[config.mk]
export PLATFORM = sky130hd
export DESIGN_NAME = line_position_estimator
export DESIGN_NICKNAME = d
export VERILOG_FILES = /design/src/rtl/core/lpe_pkg.sv /design/src/rtl/core/lpe_accum.sv /design/src/rtl/core/lpe_div.sv /design/src/rtl/core/line_position_estimator.sv
export SDC_FILE = /design/constraint.sdc
export NUM_CORES = 1
export LEC_CHECK = 0
export CORE_UTILIZATION = 53
export CTS_CLUSTER_DIAMETER = 200
export DETAILED_ROUTE_END_ITERATION = 7
export DONT_BUFFER_PORTS = 1
export PLACE_DENSITY = 0.71
export REMOVE_ABC_BUFFERS = 1
export SYNTH_ARGS = -nofsm -noshare
export SYNTH_HDL_FRONTEND = slang
export SYNTH_SLANG_ARGS = --single-unit
export TNS_END_PERCENT = 30
[constraint.sdc]
create_clock -name i_clk -period 7.83 [get_ports i_clk]
set_input_delay 0 -clock i_clk [delete_from_list [all_inputs] [get_ports i_clk]]
set_output_delay 0 -clock i_clk [all_outputs]
set_load 0.02 [all_outputs]
[src/rtl/core/lpe_pkg.sv]
// Shared types, widths and constants for the line position estimator.
// No dependencies; every other file in rtl/core refers to this package.
package lpe_pkg;

    // Geometry of the sensor bar
    localparam int SENSOR_COUNT = 8;
    localparam int IDX_W        = $clog2(SENSOR_COUNT);
    localparam int READ_W       = 10;
    localparam int POS_W        = 13;
    localparam int STEP_WEIGHT  = 1000;
    localparam int FAR_END      = (SENSOR_COUNT - 1) * STEP_WEIGHT;
    localparam int MIDDLE       = FAR_END / 2;
    localparam int RESET_POS    = MIDDLE;

    // Accumulator widths: plain sum and index-weighted sum of readings
    localparam int TSUM_W       = READ_W + IDX_W;
    localparam int PROD_W       = READ_W + POS_W;
    localparam int WSUM_W       = PROD_W + IDX_W - 1;

    // Divider: the quotient never exceeds FAR_END, so it fits POS_W bits
    localparam int QUO_W        = POS_W;
    localparam int DIV_CNT_W    = $clog2(QUO_W);

    // Threshold reset values
    localparam logic [READ_W-1:0] LINE_THR_RST  = READ_W'(200);
    localparam logic [READ_W-1:0] NOISE_THR_RST = READ_W'(50);

    // Configuration register indexes
    localparam int CFG_IDX_W = 1;
    localparam logic [CFG_IDX_W-1:0] CFG_LINE_THR  = 1'b0;
    localparam logic [CFG_IDX_W-1:0] CFG_NOISE_THR = 1'b1;

    typedef logic [READ_W-1:0] t_reading;
    typedef logic [POS_W-1:0]  t_position;

    typedef struct packed {
        t_reading sensor_0;
        t_reading sensor_1;
        t_reading sensor_2;
        t_reading sensor_3;
        t_reading sensor_4;
        t_reading sensor_5;
        t_reading sensor_6;
        t_reading sensor_7;
    } t_scan;

    typedef struct packed {
        t_position position;
        logic      line_seen;
    } t_result;

    // Divider handshake with the sequencer
    typedef struct packed {
        logic busy;
        logic done;
    } t_div_stat;

    // Weight of sensor k: k times the step weight
    function automatic t_position step_weight(input logic [IDX_W-1:0] k);
        return POS_W'(32'(k) * STEP_WEIGHT);
    endfunction

endpackage

[src/rtl/core/lpe_accum.sv]
// Multiply-accumulate unit: one reading per enabled cycle into plain and weighted sums, if above noise.
// Depends on lpe_pkg.
module lpe_accum (
    input  logic                        i_clk,
    input  logic                        i_rst_n,
    input  logic                        i_clear,
    input  logic                        i_en,
    input  lpe_pkg::t_reading           i_reading,
    input  logic [lpe_pkg::IDX_W-1:0]   i_idx,
    input  lpe_pkg::t_reading           i_line_thr,
    input  lpe_pkg::t_reading           i_noise_thr,
    output logic [lpe_pkg::WSUM_W-1:0]  o_wsum,
    output logic [lpe_pkg::TSUM_W-1:0]  o_tsum,
    output logic                        o_seen
);

    logic [lpe_pkg::WSUM_W-1:0] r_wsum;
    logic [lpe_pkg::TSUM_W-1:0] r_tsum;
    logic                       r_seen;
    logic [lpe_pkg::PROD_W-1:0] w_prod;
    logic                       w_above_noise;

    // Weight the reading by its sensor position
    assign w_prod        = lpe_pkg::PROD_W'(i_reading) *
                           lpe_pkg::PROD_W'(lpe_pkg::step_weight(i_idx));
    assign w_above_noise = i_reading > i_noise_thr;

    // Clear on a new scan, accumulate one reading per enabled cycle when above the noise threshold
    always_ff @(posedge i_clk) begin
        if (!i_rst_n) begin
            r_seen <= 1'b0;
            r_wsum <= '0;
            r_tsum <= '0;
        end else if (i_clear) begin
            r_seen <= 1'b0;
            r_wsum <= '0;
            r_tsum <= '0;
        end else if (i_en) begin
            if (i_reading > i_line_thr) begin
                r_seen <= 1'b1;
            end
            if (w_above_noise) begin
                r_wsum <= r_wsum + lpe_pkg::WSUM_W'(w_prod);
                r_tsum <= r_tsum + lpe_pkg::TSUM_W'(i_reading);
            end
        end
    end

    assign o_wsum = r_wsum;
    assign o_tsum = r_tsum;
    assign o_seen = r_seen;

endmodule

[src/rtl/core/lpe_div.sv]
// Restoring serial divider: one quotient bit per cycle, weighted sum by plain sum.
// Depends on lpe_pkg.
module lpe_div (
    input  logic                        i_clk,
    input  logic                        i_rst_n,
    input  logic                        i_start,
    input  logic [lpe_pkg::WSUM_W-1:0]  i_dividend,
    input  logic [lpe_pkg::TSUM_W-1:0]  i_divisor,
    output lpe_pkg::t_div_stat          o_stat,
    output lpe_pkg::t_position          o_quotient
);

    localparam int HI_W = lpe_pkg::WSUM_W - lpe_pkg::QUO_W;
    localparam logic [lpe_pkg::DIV_CNT_W-1:0] LAST_STEP =
        lpe_pkg::DIV_CNT_W'(lpe_pkg::QUO_W - 1);

    logic                            r_busy;
    logic [lpe_pkg::DIV_CNT_W-1:0]   r_cnt;
    logic [lpe_pkg::TSUM_W-1:0]      r_rem;
    logic [lpe_pkg::QUO_W-1:0]       r_shq;
    logic [lpe_pkg::TSUM_W-1:0]      r_dvs;
    logic [lpe_pkg::TSUM_W:0]        w_trial;
    logic                            w_fit;

    // Bring down the next dividend bit and try a subtract
    assign w_trial = {r_rem, r_shq[lpe_pkg::QUO_W-1]};
    assign w_fit   = w_trial >= {1'b0, r_dvs};

    // The high dividend bits are below the divisor since the quotient fits QUO_W bits
    always_ff @(posedge i_clk) begin
        if (!i_rst_n) begin
            r_busy <= 1'b0;
            r_cnt  <= '0;
        end else if (i_start) begin
            r_busy <= 1'b1;
            r_cnt  <= '0;
        end else if (r_busy) begin
            r_cnt <= r_cnt + 1'b1;
            if (r_cnt == LAST_STEP) begin
                r_busy <= 1'b0;
            end
        end
    end

    // Shift the quotient into the low dividend bits as they are consumed
    always_ff @(posedge i_clk) begin
        if (i_start) begin
            r_rem <= lpe_pkg::TSUM_W'(i_dividend[lpe_pkg::WSUM_W-1 -: HI_W]);
            r_shq <= i_dividend[lpe_pkg::QUO_W-1:0];
            r_dvs <= i_divisor;
        end else if (r_busy) begin
            if (w_fit) begin
                r_rem <= lpe_pkg::TSUM_W'(w_trial - {1'b0, r_dvs});
            end else begin
                r_rem <= lpe_pkg::TSUM_W'(w_trial);
            end
            r_shq <= {r_shq[lpe_pkg::QUO_W-2:0], w_fit};
        end
    end

    assign o_stat.busy = r_busy;
    assign o_stat.done = r_busy && (r_cnt == LAST_STEP);
    assign o_quotient  = r_shq;

endmodule

[src/rtl/core/line_position_estimator.sv]
// Line position estimator: weighted centroid of eight reflectance readings.
// Each accepted scan steps through ST_ACC, ST_CHK, ST_DIV (skipped when no reading is above noise) and ST_FIN:
// one reading per cycle through the shared multiply-accumulate, one quotient bit per cycle.
// A new scan is accepted only in idle, after the last result is registered; an output stall holds it in ST_FIN.
// Reset (synchronous, active low): thresholds 200 and 50, stored position 3500, idle.
// Depends on lpe_pkg, lpe_accum, lpe_div.
module line_position_estimator (
    input  logic                              i_clk,
    input  logic                              i_rst_n,
    input  logic                              i_scan_valid,
    output logic                              o_scan_ready,
    input  lpe_pkg::t_scan                    i_scan,
    output logic                              o_res_valid,
    input  logic                              i_res_ready,
    output lpe_pkg::t_result                  o_res,
    input  logic                              i_cfg_we,
    input  logic [lpe_pkg::CFG_IDX_W-1:0]     i_cfg_index,
    input  logic [lpe_pkg::READ_W-1:0]        i_cfg_data
);

    localparam logic [lpe_pkg::IDX_W-1:0] LAST_IDX =
        lpe_pkg::IDX_W'(lpe_pkg::SENSOR_COUNT - 1);

    typedef enum logic [2:0] {
        ST_IDLE,
        ST_ACC,
        ST_CHK,
        ST_DIV,
        ST_FIN
    } t_state;

    t_state                          r_state;
    logic [lpe_pkg::IDX_W-1:0]       r_idx;
    lpe_pkg::t_reading               r_scan [lpe_pkg::SENSOR_COUNT];
    lpe_pkg::t_reading               r_line_thr;
    lpe_pkg::t_reading               r_noise_thr;
    lpe_pkg::t_position              r_last_pos;
    logic                            r_res_valid;
    lpe_pkg::t_result                r_res;

    logic                            w_accept;
    logic                            w_out_free;
    logic [lpe_pkg::WSUM_W-1:0]      w_wsum;
    logic [lpe_pkg::TSUM_W-1:0]      w_tsum;
    logic                            w_seen;
    lpe_pkg::t_div_stat              w_div_stat;
    lpe_pkg::t_position              w_quotient;
    lpe_pkg::t_position              w_snap;
    lpe_pkg::t_position              n_pos;

    assign o_scan_ready = (r_state == ST_IDLE);
    assign w_accept     = i_scan_valid && o_scan_ready;
    assign w_out_free   = !r_res_valid || i_res_ready;

    // Threshold registers
    always_ff @(posedge i_clk) begin
        if (!i_rst_n) begin
            r_line_thr  <= lpe_pkg::LINE_THR_RST;
            r_noise_thr <= lpe_pkg::NOISE_THR_RST;
        end else if (i_cfg_we) begin
            unique case (i_cfg_index)
                lpe_pkg::CFG_LINE_THR:  r_line_thr  <= i_cfg_data;
                lpe_pkg::CFG_NOISE_THR: r_noise_thr <= i_cfg_data;
                default: ;
            endcase
        end
    end

    // Capture the scan on acceptance
    always_ff @(posedge i_clk) begin
        if (w_accept) begin
            r_scan[0] <= i_scan.sensor_0;
            r_scan[1] <= i_scan.sensor_1;
            r_scan[2] <= i_scan.sensor_2;
            r_scan[3] <= i_scan.sensor_3;
            r_scan[4] <= i_scan.sensor_4;
            r_scan[5] <= i_scan.sensor_5;
            r_scan[6] <= i_scan.sensor_6;
            r_scan[7] <= i_scan.sensor_7;
        end
    end

    lpe_accum u_accum (
        .i_clk       (i_clk),
        .i_rst_n     (i_rst_n),
        .i_clear     (w_accept),
        .i_en        (r_state == ST_ACC),
        .i_reading   (r_scan[r_idx]),
        .i_idx       (r_idx),
        .i_line_thr  (r_line_thr),
        .i_noise_thr (r_noise_thr),
        .o_wsum      (w_wsum),
        .o_tsum      (w_tsum),
        .o_seen      (w_seen)
    );

    lpe_div u_div (
        .i_clk      (i_clk),
        .i_rst_n    (i_rst_n),
        .i_start    ((r_state == ST_CHK) && (w_tsum != '0)),
        .i_dividend (w_wsum),
        .i_divisor  (w_tsum),
        .o_stat     (w_div_stat),
        .o_quotient (w_quotient)
    );

    // Snap to the nearer end when the line is lost, then let the centroid override
    assign w_snap = w_seen ? r_last_pos :
                    (r_last_pos < lpe_pkg::POS_W'(lpe_pkg::MIDDLE)) ? '0 :
                    lpe_pkg::POS_W'(lpe_pkg::FAR_END);
    assign n_pos  = (w_tsum != '0) ? w_quotient : w_snap;

    // Sequencer, stored position and result register
    always_ff @(posedge i_clk) begin
        if (!i_rst_n) begin
            r_state     <= ST_IDLE;
            r_idx       <= '0;
            r_last_pos  <= lpe_pkg::POS_W'(lpe_pkg::RESET_POS);
            r_res_valid <= 1'b0;
        end else begin
            // Drop the result once taken, unless a new one replaces it this cycle
            if (r_res_valid && i_res_ready && (r_state != ST_FIN)) begin
                r_res_valid <= 1'b0;
            end
            unique case (r_state)
                ST_IDLE: begin
                    if (w_accept) begin
                        r_idx   <= '0;
                        r_state <= ST_ACC;
                    end
                end
                ST_ACC: begin
                    r_idx <= r_idx + 1'b1;
                    if (r_idx == LAST_IDX) begin
                        r_state <= ST_CHK;
                    end
                end
                ST_CHK: begin
                    r_state <= (w_tsum != '0) ? ST_DIV : ST_FIN;
                end
                ST_DIV: begin
                    if (w_div_stat.done) begin
                        r_state <= ST_FIN;
                    end
                end
                ST_FIN: begin
                    if (w_out_free) begin
                        r_last_pos      <= n_pos;
                        r_res.position  <= n_pos;
                        r_res.line_seen <= w_seen;
                        r_res_valid     <= 1'b1;
                        r_state         <= ST_IDLE;
                    end
                end
                default: r_state <= ST_IDLE;
            endcase
        end
    end

    assign o_res_valid = r_res_valid;
    assign o_res       = r_res;

`ifndef SYNTHESIS
    a_pos_in_range: assert property (@(posedge i_clk) disable iff (!i_rst_n)
        r_last_pos <= lpe_pkg::POS_W'(lpe_pkg::FAR_END))
        else $error("stored position beyond far end");

    a_div_in_div_state: assert property (@(posedge i_clk) disable iff (!i_rst_n)
        w_div_stat.busy |-> (r_state == ST_DIV))
        else $error("divider running outside the divide state");

    a_result_matches_pos: assert property (@(posedge i_clk) disable iff (!i_rst_n)
        $rose(r_res_valid) |-> (r_res.position == r_last_pos))
        else $error("result position differs from stored position");

    a_no_overwrite: assert property (@(posedge i_clk) disable iff (!i_rst_n)
        (r_state == ST_FIN) && r_res_valid && !i_res_ready |=> (r_state == ST_FIN))
        else $error("pending result overwritten");
`endif

endmodule
==> results of run 1 <==
-- power by group --
group	total, mW	switching, mW	internal, mW
combinational	1.81	1.05	0.754
clock	1.08	0.455	0.622
sequential	1.45	0.0720	1.38
-- per-stage QoR --
stage	hold slack (ns)	cell area [um2]	power, mW	utilization (%)	std cells
3_3_place_gp	0.09309	15210	3.071	56.59	1830
4_1_cts	0.08670	17100	4.255	63.62	1980
5_1_grt	0.08703	17300	4.607	64.36	1983
2_1_floorplan	0.08887	14330	2.649	-	1431
6_report	0.1055	17300	4.329	64.36	1983
3_5_place_dp	0.09561	15210	3.119	56.59	1830
-- final timing paths --
kind | to | from | cells after the start | slack (ns)
max reg2reg | u_accum.o_wsum[23]$_SDFFE_PP0P_ | r_idx[0]$_SDFFE_PN0P_ | 32 | 0.21
max | u_accum.o_wsum[23]$_SDFFE_PP0P_ | r_idx[0]$_SDFFE_PN0P_ | 32 | 0.21
min | r_scan[6][4]$_DFFE_PP_ | i_scan[14] | 1 | 0.11
min reg2reg | r_noise_thr[3]$_SDFFE_PN0P_ | r_noise_thr[3]$_SDFFE_PN0P_ | 2 | 0.46
-- flip-flops by register name (all words and copies together), names as in the netlist, named ones only --
register and flops:
o_res 14, o_res_valid 1, r_idx 3, r_last_pos 13, r_line_thr 10, r_noise_thr 10
r_scan 80, r_state 3, u_accum.o_seen 1, u_accum.o_tsum 13, u_accum.o_wsum 22, u_div.o_quotient 13
u_div.r_busy 1, u_div.r_cnt 4, u_div.r_dvs 13, u_div.r_rem 13
-- cell families (layout without fill, tap and decap cells) --
group	after synthesis	in the layout	share of synthesized area, %
mux	44	44	4.811
flops	217	217	39.04
compound gates	275	275	12.06
simple gates	491	491	15.21
fa+ha+maj	201	201	20.90
xor+xnor	43	43	2.595
buf+inv	204	371	5.380
-- cell type report --
cell class / instances / area, um2
Sequential cell: 217 / 5669
Timing Repair Buffer: 171 / 1573
Fill cell: 2060 / 9579
Multi-Input combinational cell: 1054 / 8297
Clock buffer: 27 / 610.6
Tap cell: 341 / 426.7
Inverter: 160 / 600.6
Clock inverter: 13 / 120.1
-- critical path, delay by kind of cell, from the launching register on --
| kind | cells | cell delay (ns) |
|---|---|---|
| adder cells (fa/ha/maj) | 11 | 4.01 |
| AO/OA/AOI/OAI | 6 | 1.22 |
| buffers and inverters | 9 | 0.89 |
| multiplexers | 1 | 0.28 |
| flip-flops | 1 | 0.33 |
| AND/OR/NAND/NOR | 5 | 0.76 |
-- metal layers --
layer | track usage [%] | vias to the layer above | routed length, um
li1 | - | 5417 | -
met1 | 31.30 | 5437 | 14690
met2 | 46.20 | 350 | 17750
met3 | 3.923 | 102 | 1807
met4 | 11.09 | 0 | 1459
met5 | 0 | - | 0
-- what timing repair did --
| item | in CTS | in global routing |
|---|---|---|
| cloned | 0 | 0 |
| gates resized for setup | 16 | 37 |
| endpoints found under the hold margin | 141 | 0 |
| pin swaps | 18 | 35 |
| buffers inserted | 4 | 3 |
| hold buffers | 106 | 0 |
| endpoints found under the setup margin | 7 | 8 |
-- layout by cell type, fill, tap and decap left out, types with 31 or more instances in the layout --
cell / count
buf_4: 61
xnor2_1: 31
edfxtp_1: 132
o21ai_0: 35
nand2_1: 207
inv_1: 156
ha_1: 124
dfxtp_1: 82
a21oi_1: 101
dlygate4sd3_1: 106
fa_1: 67
nor2_1: 123
==> flow_metrics.tcl, run 1 <==
set metrics [dict create \
    hold_path.class "in2reg" \
    die_x_um 167.5 \
    cp_common_cell "fa_1" \
    tns_ns 0 \
    worstPathArrival_ns 8.02 \
    min_period_over_period_pct 97.29 \
    clock-sinks 217 \
    clkSlewWorstSetupHoldPaths_ns 0.06 \
    postSynthCellCount 1475 \
    routabilityCongestion 0.8787 \
    yosysMostFrequentCell "nand2_1" \
    drv_slew 0 \
    vias 11310 \
    routed_wl_mm 35.71 \
    end_kind "register" \
    grt_pass1_vias 11540 \
    viasPerCell 5.701 \
    grt_pass1_wl_mm 57.95 \
    syn_area_per_cell_um2 9.838 \
    cp.required_ns 8.23 \
    ys_seq_elements 217 \
    max_freq_ghz 0.1313 \
    maxCapViolCount 0 \
    grt-ovfl-total 0 \
    die-area_um2 28050 \
    grt_max_degree 81 \
    crit_type "reg2reg" \
    final-setup-viol-count 0 \
    p_leak_nw 7.304 \
    nNetsFinal 1924 \
    status "complete, no violations" \
    ant_nets 0 \
    ios 112 \
    start_kind "register" \
    tightestPinTransition_ns 1.211 \
    numCtsBuffers 23 \
    ys_top_cells_by_area "edfxtp_1 27%, dfxtp_1 12%, ha_1 11%, fa_1 9.5%, nand2_1 5.4%" \
    diodes 0 \
    cts_tree "yes" \
    clk_latency_ns 0.52 \
    yosysTopAreaCell "edfxtp_1" \
    finalHoldViolations 0 \
    die_h_um 167.5 \
    grt_antenna_before_repair 0 \
    area_delta_synth_final_pct 19.19 \
    first_pass_iters 5 \
    netlist_area_um2 14510 \
    setup_ws_ns 0.2121 \
    rsz0062_at_grt "true" \
    skew_ns 0.01743 \
    cp_slowest_cell "fa_1" \
    pre_cts_ws_ns -0.3235 \
    worst_ir_drop_vdd_mv 0.1872 \
    finalCriticalPeriod_ns 7.618 \
    grt.total_usage_pct 25.99 \
    synth_edf_count 132 \
    synth.top_cell.area_share_pct 27.32 \
    portBuffers 0 \
    yosys_most_used_dff "edfxtp_1" \
    crit_fanout 15 \
    slew_headroom_pct 19.24 \
    start_util_pct 53.99 \
    drc 0 \
    drive_above_1_share_pct 11.45 \
    synth_seq_area_share_pct 39.04 \
    yosysUniqueCellTypes 67 \
    root_buffer "clkbuf_16" \
    drt_iter0_markers 876 \
    row_count 60 \
    cellPowerDensity_nw_per_um2 250.3 \
    post_drt_wl_per_cell_um 18.01 \
    max_stage_delay_ns 0.53 \
    async_flop_share_pct 0 \
    synthTopCellsByCount "208 x nand2_1, 160 x inv_1, 132 x edfxtp_1, 132 x ha_1, 126 x nor2_1" \
    core-area_um2 26880 \
    cts_buffer_depth 3 \
    hpwlAfterDp_mm 24.69 \
    cts_max_level 1 \
    yosysWarnings 0 \
]
Power figures use the tool's default switching activity.
==> run 2, diff against run 1 <==
PLACE_DENSITY = default   (was 0.71)
PLACE_DENSITY_LB_ADDON = 0.1   (was default)
clock period = 9.3 ns   (was 7.83 ns; I/O delays follow)
==> run 2 against run 1 <==
- core utilization shrank 1.9 points
- power shrank 19%
- wire length shrank 5.2%
- via count shrank 4.3%
- combinational power shrank 23%
- worst setup slack gained 0.48 ns
- global-route usage shrank 1.4 points
- sequential power shrank 16%
- critical path type unchanged
- first-iteration DRC count shrank 15%
- clock power shrank 17%
- largest power group unchanged
==> flow_metrics.tcl, run 2 (synthesis gave the netlist of run 1 again) <==
set metrics [dict create \
    worstPathArrival_ns 9.02 \
    cp.required_ns 9.71 \
    skew_ns 0.01157 \
    cts_buffer_depth 3 \
    min_period_over_period_pct 92.60 \
    r2r_cells 29 \
    top_register "r_scan" \
    worst_hold_slack_ns 0.09938 \
    finalCriticalPeriod_ns 8.612 \
    first_pass_iters 6 \
    multi_input_area_um2 8093 \
    whs_path_depth 3 \
    drive_above_1_share_pct 6.413 \
    start_util_pct 53.99 \
    cp_slowest_cell "dfxtp_1" \
    drc 0 \
    grt_antenna_before_repair 0 \
    drv_slew 0 \
    place_area_um2 14930 \
    grt-ovfl-total 0 \
    fill_cells 2179 \
    grt_max_degree 81 \
    maxCapViolCount 0 \
    post_drt_wl_per_cell_um 17.39 \
    cellPowerDensity_nw_per_um2 209.1 \
    die_x_um 167.5 \
    critPathTopFamily "adder cells" \
    p_leak_nw 7.093 \
    die_h_um 167.5 \
    slew_headroom_pct 35.13 \
    routabilityCongestion 0.8915 \
    final_cell_mix "208 x nand2_1, 159 x inv_1, 132 x ha_1, 132 x edfxtp_1, 125 x nor2_1" \
    tns_ns 0 \
    seqCellArea_um2 5667 \
    start_kind "register" \
    critPathBufInv 7 \
    worst_ir_drop_vdd_mv 0.1730 \
    clk_latency_ns 0.52 \
    row_count 60 \
    ios 112 \
    end_kind "register" \
    crit_cells 29 \
    hold_path.class "in2reg" \
    final_core_util_pct 62.49 \
    cts_tree "yes" \
    ant_nets 0 \
    grt_pass1_wl_mm 54.78 \
    finalHoldViolations 0 \
    vias 10820 \
    routed_wl_mm 33.86 \
    area_delta_synth_final_pct 15.73 \
    hpwlAfterDp_mm 23.71 \
    numCtsBuffers 23 \
    clkSlewWorstSetupHoldPaths_ns 0.06 \
    max_stage_delay_ns 0.68 \
    crit_type "reg2reg" \
    nNetsFinal 1887 \
    diodes 0 \
    max_freq_ghz 0.1161 \
    drt_iter0_markers 742 \
    final-setup-viol-count 0 \
    cts_setup_buffers 0 \
    portBuffers 0 \
    die-area_um2 28050 \
    largest_reg_flops 80 \
    crit_fanout 9 \
    cts_max_level 1 \
    final_common_cell "nand2_1" \
    root_buffer "clkbuf_16" \
    core-area_um2 26880 \
    rsz0062_at_grt "false" \
    tightestPinTransition_ns 0.9731 \
    grt.total_usage_pct 24.58 \
    viasPerCell 5.555 \
    p_total_mw 3.512 \
    clock-sinks 217 \
    grt_pass1_vias 10820 \
    status "complete, no violations" \
    hp-start "i_scan_valid" \
    finish.instance_area_um2 16790 \
]
run 2: cell types whose count changed in the layout (fill, tap and decap cells not counted), moves of 4 or more:
| cell | change |
|---|---|
| ha_4 | -6 |
| a21oi_1 | +11 |
| a21oi_2 | -11 |
| dlygate4sd3_1 | +5 |
| ha_1 | +8 |
| clkbuf_1 | +4 |
| buf_4 | -38 |
run 2: area by class of cell:
type,count,area share (%)
Timing Repair Buffer,134,7.644
Clock buffer,30,3.643
Multi-Input combinational cell,1054,48.19
Clock inverter,11,0.6631
Sequential cell,217,33.74
Tap cell,341,2.541
Inverter,160,3.576
run 2: through the flow:
stage               instances  setup slack, ns
global placement         1795           0.6061
detailed placement       1795           0.3718
floorplan                1431            1.036
global route             1947           0.1253
CTS                      1947           0.3240
finish                   1947           0.6878
run 2: what timing repair did:
action / 4_1_cts / 5_1_grt
gates resized for setup: 0 / 4
hold endpoints to repair: 134 / 0
setup endpoints to repair: 0 / 4
hold buffers: 111 / 0
run 2: tightest hold or removal path, stage by stage:
cell and delay, ns:
nand2_1 0.28, nand3_1 0.19, a21oi_1 0.09
run 2: per-layer routing:
metal | wire, um | track usage, % | vias up
met2 | 16370 | 42.77 | 274
met4 | 942 | 8.057 | 0
met3 | 1501 | 3.002 | 56
met5 | 0 | 0 | -
li1 | - | - | 5340
met1 | 15040 | 31.81 | 5146
run 2: report_power, final:
| part | internal, mW | switching (mW) |
|---|---|---|
| clock | 0.520 | 0.378 |
| sequential | 1.16 | 0.0657 |
| combinational | 0.561 | 0.830 |
| total | 2.24 | 1.27 |
run 2: worst paths after layout:
check / end / slack (ns)
min: r_idx[1]$_SDFFE_PN0P_ / 0.1
max reg2reg: u_accum.o_wsum[23]$_SDFFE_PP0P_ / 0.69
min reg2reg: r_noise_thr[8]$_SDFFE_PN0P_ / 0.46
max: u_accum.o_wsum[23]$_SDFFE_PP0P_ / 0.69
==> run 3, diff against run 2 <==
PLACE_DENSITY = 0.68   (was default)
PLACE_DENSITY_LB_ADDON = default   (was 0.1)
==> run 3 against run 2 <==
- sequential cell count unchanged
- count of clock-buffer cells in the layout unchanged
- final cell count unchanged
- wire length increased by 1.1%
- die area unchanged
- sequential share of layout area about the same
- sequential power about the same
- largest power group unchanged
- register-to-register slack got worse by 0.18 ns
- clock skew increased by 0.0019 ns
==> flow_metrics.tcl, run 3 (synthesis gave the netlist of run 1 again) <==
set metrics [dict create \
    diodes 0 \
    cp_slowest_cell "dfxtp_1" \
    cts_tree "yes" \
    cts_max_level 1 \
    status "complete, no violations" \
    start_util_pct 53.99 \
    rsz0062_at_grt "false" \
    die-area_um2 28050 \
    nNetsFinal 1885 \
    root_buffer "clkbuf_16" \
    hpwlAfterDp_mm 23.97 \
    end_kind "register" \
    clk_latency_ns 0.53 \
    final_common_cell "nand2_1" \
    skew_ns 0.01347 \
    max_stage_delay_ns 0.68 \
    routabilityCongestion 0.9184 \
    grt_use_met2_pct 44.47 \
    area_delta_synth_final_pct 15.66 \
    cp_common_cell "fa_1" \
    final_cell_mix "208 x nand2_1, 159 x inv_1, 132 x ha_1, 132 x edfxtp_1, 125 x nor2_1" \
    row_count 60 \
    core-area_um2 26880 \
    drc 0 \
    hold_path.class "in2reg" \
    tns_ns 0 \
    drt_iter0_markers 696 \
    die_x_um 167.5 \
    grt-ovfl-total 0 \
    multi_input_area_um2 8075 \
    crit_type "reg2reg" \
    seqCellArea_um2 5665 \
    slew_headroom_pct 33.47 \
    worstPathArrival_ns 9.20 \
    drv_slew 0 \
    timing.rr.start "r_idx[0]$_SDFFE_PN0P_" \
    crit_path_start "r_idx[0]$_SDFFE_PN0P_" \
    ios 112 \
    p_leak_nw 7.082 \
    grt_max_degree 81 \
    met3_usage_pct 3.805 \
    drive_above_1_share_pct 6.289 \
    post_drt_wl_per_cell_um 17.59 \
    clock-sinks 217 \
    grt.total_usage_pct 24.87 \
    final-setup-viol-count 0 \
    finalCriticalPeriod_ns 8.794 \
    top_register "r_scan" \
    tightestPinTransition_ns 0.9969 \
    hp-start "i_scan[47]" \
    portBuffers 0 \
    fill_cells 2176 \
    finish.instance_area_um2 16780 \
    start_kind "register" \
    first_pass_iters 7 \
    worst_ir_drop_vdd_mv 0.2616 \
    clkSlewWorstSetupHoldPaths_ns 0.06 \
    numCtsBuffers 24 \
    routed_wl_mm 34.24 \
    cts_buffer_depth 3 \
    viasPerCell 5.571 \
    top_usage_layer "met2" \
    ant_nets 0 \
    grt_antenna_before_repair 0 \
    place_area_um2 14930 \
    vias 10850 \
    maxCapViolCount 0 \
    cp.required_ns 9.70 \
    largest_reg_flops 80 \
    cellPowerDensity_nw_per_um2 210.1 \
    met1_usage_pct 30.69 \
    finalHoldViolations 0 \
    crit_fanout 16 \
    max_freq_ghz 0.1137 \
    die_h_um 167.5 \
    grt_pass1_vias 11040 \
    grt_pass1_wl_mm 55.62 \
    min_period_over_period_pct 94.56 \
]
run 3: cell types whose count changed in the layout (fill, tap and decap cells not counted), moves of 2 or more:
cell           before  now
dlygate4sd3_1     111  109
clkbuf_1            6    4
clkinv_2            6    3
clkinvlp_4          0    4
clkinv_1            1    5
clkbuf_16          23   25
run 3: final timing paths:
check | end | slack [ns] | cells after the start
setup reg to reg | u_accum.o_wsum[23]$_SDFFE_PP0P_ | 0.51 | 31
setup / recovery | u_accum.o_wsum[23]$_SDFFE_PP0P_ | 0.51 | 31
hold reg to reg | r_noise_thr[7]$_SDFFE_PN0P_ | 0.46 | 2
hold / removal | r_scan[3][7]$_DFFE_PP_ | 0.1 | 1
run 3: final cells by class:
type                            count  share of cell area (%)
Clock inverter                     14                  0.6262
Tap cell                          341                   2.542
Clock buffer                       30                   3.899
Sequential cell                   217                   33.76
Timing Repair Buffer              131                   7.485
Multi-Input combinational cell   1054                   48.11
Inverter                          160                   3.578
run 3: per-stage QoR:
stage | instances | power [mW] | hold WS (ns) | utilization, % | setup WS (ns)
finish | 1947 | 3.525 | 0.09778 | 62.45 | 0.5055
global route | 1947 | 3.757 | 0.08664 | 62.45 | 0.02113
CTS | 1947 | 3.532 | 0.07297 | 62.42 | 0.4031
detailed placement | 1794 | 2.572 | 0.09551 | 55.54 | 0.4232
global placement | 1794 | 2.539 | 0.09348 | 55.54 | 0.6552
floorplan | 1431 | 2.230 | 0.08887 | - | 1.036
run 3: worst max-delay path, delay by kind of cell (launching register included):
family | cells | cell delay, ns
muxes | 1 | 0.35
adders and majority gates | 9 | 4.16
xor gates and xnor gates | 2 | 0.37
and+or+nand+nor | 5 | 0.63
AOI/OAI and AO/OA | 10 | 2.15
DFF | 1 | 0.68
buffers and inverters | 4 | 0.33
run 3: timing repair:
| item | in CTS | in global routing |
|---|---|---|
| setup buffers | 0 | 0 |
| gates resized for setup | 0 | 1 |
| endpoints found under the hold margin | 138 | 0 |
| endpoints found under the setup margin | 0 | 3 |
| hold buffers | 109 | 0 |
run 3: routing by layer:
metal  wire (um)  vias to the layer above
met5           0                        -
met4         964                        0
met3        1564                       62
met2       16910                      270
met1       14810                     5175
li1            -                     5340
run 3: power breakdown:
group | internal, mW | switching, mW
logic | 0.559 | 0.827
clock network | 0.528 | 0.393
registers | 1.16 | 0.0622
